## src/sv/ipd_pkg.sv

```systemverilog
// ----------------------------------------------------------------------------
// ipd_pkg
// Character codes, matcher steps and the shared header-prefix step function
// for the +IPD payload deframer.
// ----------------------------------------------------------------------------
package ipd_pkg;

   // framing characters
   localparam logic [7:0] CharColon = 8'h3A;  // ':'
   localparam logic [7:0] CharPlus  = 8'h2B;  // '+'
   localparam logic [7:0] CharI     = 8'h49;  // 'I'
   localparam logic [7:0] CharP     = 8'h50;  // 'P'
   localparam logic [7:0] CharD     = 8'h44;  // 'D'
   localparam logic [7:0] CharComma = 8'h2C;  // ','
   localparam logic [7:0] CharZero  = 8'h30;  // '0'
   localparam logic [7:0] CharNine  = 8'h39;  // '9'

   // matcher progress
   localparam logic [2:0] StepIdle  = 3'd0;
   localparam logic [2:0] StepPlus  = 3'd1;
   localparam logic [2:0] StepI     = 3'd2;
   localparam logic [2:0] StepP     = 3'd3;
   localparam logic [2:0] StepD     = 3'd4;
   localparam logic [2:0] StepComma = 3'd5;  // id matcher only
   localparam logic [2:0] StepId    = 3'd6;  // id matcher only

   typedef struct packed {
      logic       hit;
      logic [2:0] step;
   } prefix_type;

   function automatic logic is_digit(input logic [7:0] c);
      return (c >= CharZero) && (c <= CharNine);
   endfunction

   // advance through "+IPD"; a '+' right after '+' holds step one
   function automatic prefix_type prefix_next(input logic [7:0] c, input logic [2:0] s);
      prefix_type r;
      r.hit  = 1'b1;
      r.step = StepIdle;
      if (c == CharPlus && s == StepIdle) begin
         r.step = StepPlus;
      end else if (c == CharI && s == StepPlus) begin
         r.step = StepI;
      end else if (c == CharP && s == StepI) begin
         r.step = StepP;
      end else if (c == CharD && s == StepP) begin
         r.step = StepD;
      end else begin
         r.hit  = 1'b0;
         r.step = (c == CharPlus && s == StepPlus) ? StepPlus : StepIdle;
      end
      return r;
   endfunction

endpackage

```

## src/sv/ipd_payload_deframer.sv

```systemverilog
// ----------------------------------------------------------------------------
// ipd_payload_deframer
// Strips "+IPD,len:" and "+IPD,id,len:" headers from a modem byte stream and
// marks the payload bytes that follow.
// ----------------------------------------------------------------------------
// Result: registered; an accepted word's result word is valid in the next cycle.
// Throughput: one word per cycle unless rsp_tready stalls; all parsing is a
//    single pass of shallow logic from the byte into the state and result register.
// Reset: synchronous, active high; clears both matchers, the length parser,
//    the payload counter, the reported length and id, and the result valid.
// ----------------------------------------------------------------------------
module ipd_payload_deframer
   import ipd_pkg::*;
#(
   parameter int LENGTH_WINDOW = 5   // length window: LENGTH_WINDOW + 1 characters, then one is skipped; 1..7
) (
   input  logic        clock,
   input  logic        reset,
   // received byte stream
   input  logic        req_tvalid,
   output logic        req_tready,
   input  logic [7:0]  req_tdata,    // [7:0] rx_byte
   // deframed stream, one word per received byte
   output logic        rsp_tvalid,
   input  logic        rsp_tready,
   output logic [31:0] rsp_tdata,    // [7:0] payload_byte, [23:8] frame_length,
                                     // [31:24] link_id
   output logic [0:0]  rsp_tuser     // [0] payload_valid
);

   // the count may run one past the window before it wraps back to zero
   localparam int CountWidth = $clog2(LENGTH_WINDOW + 2);
   localparam logic [CountWidth-1:0] CountLimit = CountWidth'(LENGTH_WINDOW);

   // ---- parser state ----
   logic [2:0]            plain_step_ff, plain_step_in;
   logic [2:0]            id_step_ff,    id_step_in;
   logic [15:0]           remain_ff,     remain_in;
   logic                  armed_ff,      armed_in;
   logic                  active_ff,     active_in;
   logic [CountWidth-1:0] count_ff,      count_in;
   logic [15:0]           last_len_ff,   last_len_in;
   logic [7:0]            last_id_ff,    last_id_in;

   // ---- result register ----
   logic        rsp_valid_ff;
   logic        out_flag_ff,  out_flag_in;
   logic [7:0]  out_byte_ff,  out_byte_in;

   logic       accept;
   logic [7:0] c;
   prefix_type plain_pre, id_pre;

   // take a word whenever the result slot is empty or being drained
   assign req_tready = !rsp_valid_ff || rsp_tready;
   assign accept     = req_tvalid && req_tready;
   assign c          = req_tdata;

   assign plain_pre = prefix_next(c, plain_step_ff);
   assign id_pre    = prefix_next(c, id_step_ff);

   always_comb begin
      remain_in   = remain_ff;
      armed_in    = armed_ff;
      active_in   = active_ff;
      count_in    = count_ff;
      last_len_in = last_len_ff;
      last_id_in  = last_id_ff;
      out_flag_in = 1'b0;

      // payload countdown; the byte after the last one is dropped
      if (active_ff) begin
         if (remain_ff != 16'd0) begin
            remain_in   = remain_ff - 16'd1;
            out_flag_in = 1'b1;
         end else begin
            active_in = 1'b0;
            remain_in = 16'd0;
            armed_in  = 1'b0;
         end
      end

      // decimal length field; past the window one byte is skipped
      if (armed_in) begin
         if (count_in <= CountLimit) begin
            count_in = count_in + CountWidth'(1);
            if (c == CharColon) begin
               armed_in  = 1'b0;
               count_in  = '0;
               active_in = 1'b1;
            end else if (is_digit(c)) begin
               // x10 as shifts, wraps at 16 bits
               remain_in   = (remain_in << 3) + (remain_in << 1) + {8'd0, c - CharZero};
               last_len_in = remain_in;
            end
         end else begin
            count_in = '0;
         end
      end

      // "+IPD," matcher
      plain_step_in = plain_pre.step;
      if (!plain_pre.hit && c == CharComma && plain_step_ff == StepD) begin
         plain_step_in = StepIdle;
         armed_in      = 1'b1;
         count_in      = '0;
         remain_in     = 16'd0;
      end

      // "+IPD,d," matcher
      id_step_in = id_pre.step;
      if (!id_pre.hit) begin
         if (c == CharComma && id_step_ff == StepD) begin
            id_step_in = StepComma;
         end else if (is_digit(c) && id_step_ff == StepComma) begin
            id_step_in = StepId;
            last_id_in = c;
         end else if (c == CharComma && id_step_ff == StepId) begin
            id_step_in = StepIdle;
            armed_in   = 1'b1;
            count_in   = '0;
            remain_in  = 16'd0;
         end
      end

      out_byte_in = out_flag_in ? c : 8'd0;
   end

   always_ff @(posedge clock) begin
      if (reset) begin
         plain_step_ff <= StepIdle;
         id_step_ff    <= StepIdle;
         remain_ff     <= 16'd0;
         armed_ff      <= 1'b0;
         active_ff     <= 1'b0;
         count_ff      <= '0;
         last_len_ff   <= 16'd0;
         last_id_ff    <= 8'd0;
      end else if (accept) begin
         plain_step_ff <= plain_step_in;
         id_step_ff    <= id_step_in;
         remain_ff     <= remain_in;
         armed_ff      <= armed_in;
         active_ff     <= active_in;
         count_ff      <= count_in;
         last_len_ff   <= last_len_in;
         last_id_ff    <= last_id_in;
      end
   end

   // result slot: filled on accept, emptied when taken
   always_ff @(posedge clock) begin
      if (reset) begin
         rsp_valid_ff <= 1'b0;
      end else if (accept) begin
         rsp_valid_ff <= 1'b1;
      end else if (rsp_tready) begin
         rsp_valid_ff <= 1'b0;
      end
   end

   always_ff @(posedge clock) begin
      if (accept) begin
         out_flag_ff <= out_flag_in;
         out_byte_ff <= out_byte_in;
      end
   end

   // length and id of the result are the values left after its byte
   assign rsp_tvalid = rsp_valid_ff;
   assign rsp_tdata  = {last_id_ff, last_len_ff, out_byte_ff};
   assign rsp_tuser  = out_flag_ff;

endmodule

```

## config.mk

```make
export PLATFORM = sky130hd
export DESIGN_NAME = ipd_payload_deframer
export DESIGN_NICKNAME = d
export VERILOG_FILES = /design/src/sv/ipd_pkg.sv /design/src/sv/ipd_payload_deframer.sv
export SDC_FILE = /design/constraint.sdc
export NUM_CORES = 1
export LEC_CHECK = 0
export ABC_CLOCK_PERIOD_IN_PS = 11700
export BUFFER_PORTS_ARGS = -buffer_cell sky130_fd_sc_hd__buf_2
export CAP_MARGIN = 20
export CORE_MARGIN = 1
export CORE_UTILIZATION = 63
export DETAILED_ROUTE_END_ITERATION = 6
export GPL_TIMING_DRIVEN = 0
export MAX_ROUTING_LAYER = met4
export PLACE_DENSITY_LB_ADDON = 0.25
export SLEW_MARGIN = 10
export SYNTH_ARGS = -nofsm -noshare
export SYNTH_HDL_FRONTEND = slang
export SYNTH_SLANG_ARGS = --single-unit
```

## constraint.sdc

```tcl
create_clock -name clock -period 11.7 [get_ports clock]
set_clock_uncertainty 0.15 [all_clocks]
set_input_delay 1.17 -clock clock [delete_from_list [all_inputs] [get_ports clock]]
set_output_delay 1.17 -clock clock [all_outputs]
set_load 0.05 [all_outputs]
```

==> impl_results.md <==
* Clk Latency, worst-skew pair at 0.34 ns
* Sequential power share at 49.7%
* Mapped Nets at 489
* GR Util All Layers at 33.0%
* Slack of the worst reg-to-reg path at 7.13 ns
* Post-Synth Adder-Cell Area at 11.8%
* Buf/Inv on CP at 1
* Initial antenna violation count at 0
* HP Start: last_id_ff[6]
* FF-to-FF path depth at 13
* Max Freq at 219 MHz
* GRT Residual Overflow at 0
* Core area at 5990 um^2
* Layout filler cell count at 431
* Cells after Synth at 443
* Slew Viols, Final at 0
* Delay-heaviest family, CP: compound AO/OA/AOI/OAI gates
* Io pins at 47
* Simple-gate share of the synthesized area at 23.3%
* Final period utilization at 39.1%
* Slowest cell on crit path: o31ai_2
* Area Growth Syn to Fin at 12.6%
* Setup Buffers After CTS at 0
* RSZ-0062 raised after global routing: no
* XOR/XNOR Fraction of Synth Area at 4.41%
* Sw Pwr at 0.000112 W
* Post-synthesis sequential area ratio at 33.0%
* Post-synth EDFFs at 9
* Vias per Instance at 6.31
* # resized after CTS at 0
* Final antenna-violating net count at 0
* Vias in the first global route at 3207
* Diodes inserted at 0
* Most common library cell in the layout ignoring fill and taps: dfxtp_1
* Nets at 545
* Final weighted congestion in routability-driven placement at 0.919
* Routed wire length at 9.85 mm
* Crit path max fanout at 8
* Final Hold Fails at 0
* CTS H-tree lvls at 3
* Post-synthesis mux area share at 4.82%
* #FFs+latches synth at 61
* Clock Power Share at 41.7%
* Min-Delay Path Depth at 1
* Peak supply drop at 0.102 mV
* Largest family of logic cells by synthesized area: simple AND/OR/NAND/NOR gates
* Most frequent cells in the layout: dfxtp_1, nor2_1, buf_2
* Initial Utilization at 66.3%
* Share of cells above drive strength 1 at 17.7%
* Internal power at 0.000321 W
* Wire per inst at 17.0 um
* Die footprint at 6630 um^2
* Library cells used by synthesis at 68
* Leak Pwr at 1.92 nW
* First-pass GRT wire length at 15.7 mm
* Crit path cell chain: buf_6 > nor4_2 > nand4_1 > o31ai_2 > o22ai_1 > fa_1 > ha_1 > nor2b_1 > o31a_1 > o31a_1 > o31ai_1 > xor2_1 > o22ai_1
* Sw Ratio at 25.8%
* Post-route DRC at 0
* First-pass detailed-route iteration total at 5
* Hpwl dp at 7.56 mm
* CTS tree: built
* IO buf count at 45
* 1st-iter DRT viols at 274
* Max_cap viols at 0
* Setup crit end kind: flop
* Syn avg cell area at 8.96 um^2
* Async S/R FF share, synth at 0%
* Final worst setup slack at 7.13 ns
* Die Span X at 81.4 um
* CTS Hold Bufs at 0
* Post-Place Setup Slack at 7.24 ns
* Final setup TNS at 0 ns
* CTS Buf Count at 9
* Origin of the critical flop-to-flop path: remain_ff[8]
* Combinational share of power at 8.6%
* Yosys Warn Count at 0
* PwrDens at 96.8 nW/um^2
* Worst-Margin Slew at 0.676 ns
* Largest net degree at the start of global routing at 16
* Vias post-DR at 3652
* Slowest stage delay, CP at 0.59 ns
* Relative slew slack at 54.6%
* Longest Clk Path Bufs at 2
* Hold EP: last_id_ff[6]
* Root buf cell: clkbuf_8
* Kind of critical path: flop to flop
* Reg-to-Reg End: last_len_ff[14]
* Crit path required time at 11.77 ns
* Synth Cell Area at 3970 um^2
* Final min period at 4.57 ns
* Clock sinks at 61
* Clock Pin Slew Worst Setup and Hold Paths at 0.07 ns
* Status: finished, final reports clean
* Worst min-delay path class: flop to flop
* Compound-Gate Fraction of Synth Area at 18.2%
* Prevailing post-synth register cell: dfxtp_1
* Startpoint types: flop
* Die height at 81.4 um
* Row cnt at 28
* Crit path DAT at 4.64 ns
* Final setup fails at 0
-- cell usage after synthesis, types with 5 or more instances --
master	count	area share [%]
o22ai_1	9	1.4
nand2_1	34	3.2
inv_1	21	2.0
xnor2_1	10	2.2
and2_1	5	0.79
a211oi_1	5	0.95
ha_1	28	8.8
dfxtp_1	52	26
o21ai_1	11	1.4
a31oi_1	6	0.95
nor2_1	49	4.6
nand3_1	7	0.88
or3_1	5	0.79
xor2_1	10	2.2
nor3_1	14	1.8
fa_1	6	3.0
o21ai_0	11	1.4
nor2b_1	6	0.95
clkbuf_1	8	0.76
mux2i_1	18	4.5
nor3b_1	5	0.95
o21a_1	5	0.95
edfxtp_1	9	6.8
a21oi_1	23	2.9
nand2b_1	7	1.1
nand4_1	6	0.95
-- through the flow --
stage	cells	total power [W]	cell area [um^2]	util [%]	hold WS, ns
final	579	0.000433	4470	74.7	0.322
after global placement	563	0.000256	4290	71.6	0.311
after global routing	579	0.000444	4470	74.7	0.348
after floorplan	443	0.000244	3970	-	0.304
after CTS	579	0.000432	4470	74.7	0.326
after detailed placement	563	0.000256	4290	71.6	0.316
-- state kept, by name (all words and copies together), names as in the netlist, 3 cells and up --
name,cells
last_len_ff,16
plain_step_ff,3
remain_ff,16
last_id_ff,8
count_ff,3
id_step_ff,3
out_byte_ff,8
-- cell type report --
type	count	area, um^2	share of cell area, %
well taps	75	93.8	2.10
flip-flops and latches	61	1310	29.3
multi-input cells	344	2480	55.6
plain buffers	16	92.6	2.07
repair buffers	45	225	5.03
clock buffers	10	128	2.85
inverters	22	82.6	1.85
clock inverters	6	55.1	1.23
-- layer usage --
metal | vias to the layer above | part of all wire (%) | track usage, %
met3 | 20 | 8.4 | 5.39
met5 | - | 0 | -
met2 | 178 | 46 | 49.6
met1 | 1721 | 44 | 44.5
li1 | 1733 | - | -
met4 | 0 | 1.8 | 11.4
-- worst max path at each step --
stage / from / to / cells past startpoint
after floorplan: remain_ff[0] / last_len_ff[14] / 15
after global placement: remain_ff[8] / last_len_ff[14] / 13
after detailed placement: remain_ff[8] / last_len_ff[14] / 13
after CTS: remain_ff[8] / last_len_ff[14] / 13
after global routing: remain_ff[8] / last_len_ff[14] / 13
final: remain_ff[8] / last_len_ff[14] / 13
-- kinds of logic (layout without fill, tap and decap cells) --
kind of cell,count (synthesis),after routing
AOI/OAI and AO/OA,107,107
xor gates and xnor gates,20,20
adders and majority gates,34,34
buffers and inverters,38,99
DFF,61,61
muxes,19,19
and+or+nand+nor,164,164
-- power groups by stage --
| stage | registers, W | clock network [W] | logic (W) |
|---|---|---|---|
| final | 0.000215 | 0.000180 | 0.0000372 |
| after floorplan | 0.000226 | 0 | 0.0000185 |
| after CTS | 0.000215 | 0.000180 | 0.0000365 |
| after detailed placement | 0.000220 | 0 | 0.0000364 |
| after global routing | 0.000216 | 0.000189 | 0.0000398 |
| after global placement | 0.000220 | 0 | 0.0000357 |
Note: power is estimated with default switching activity, not from simulation.
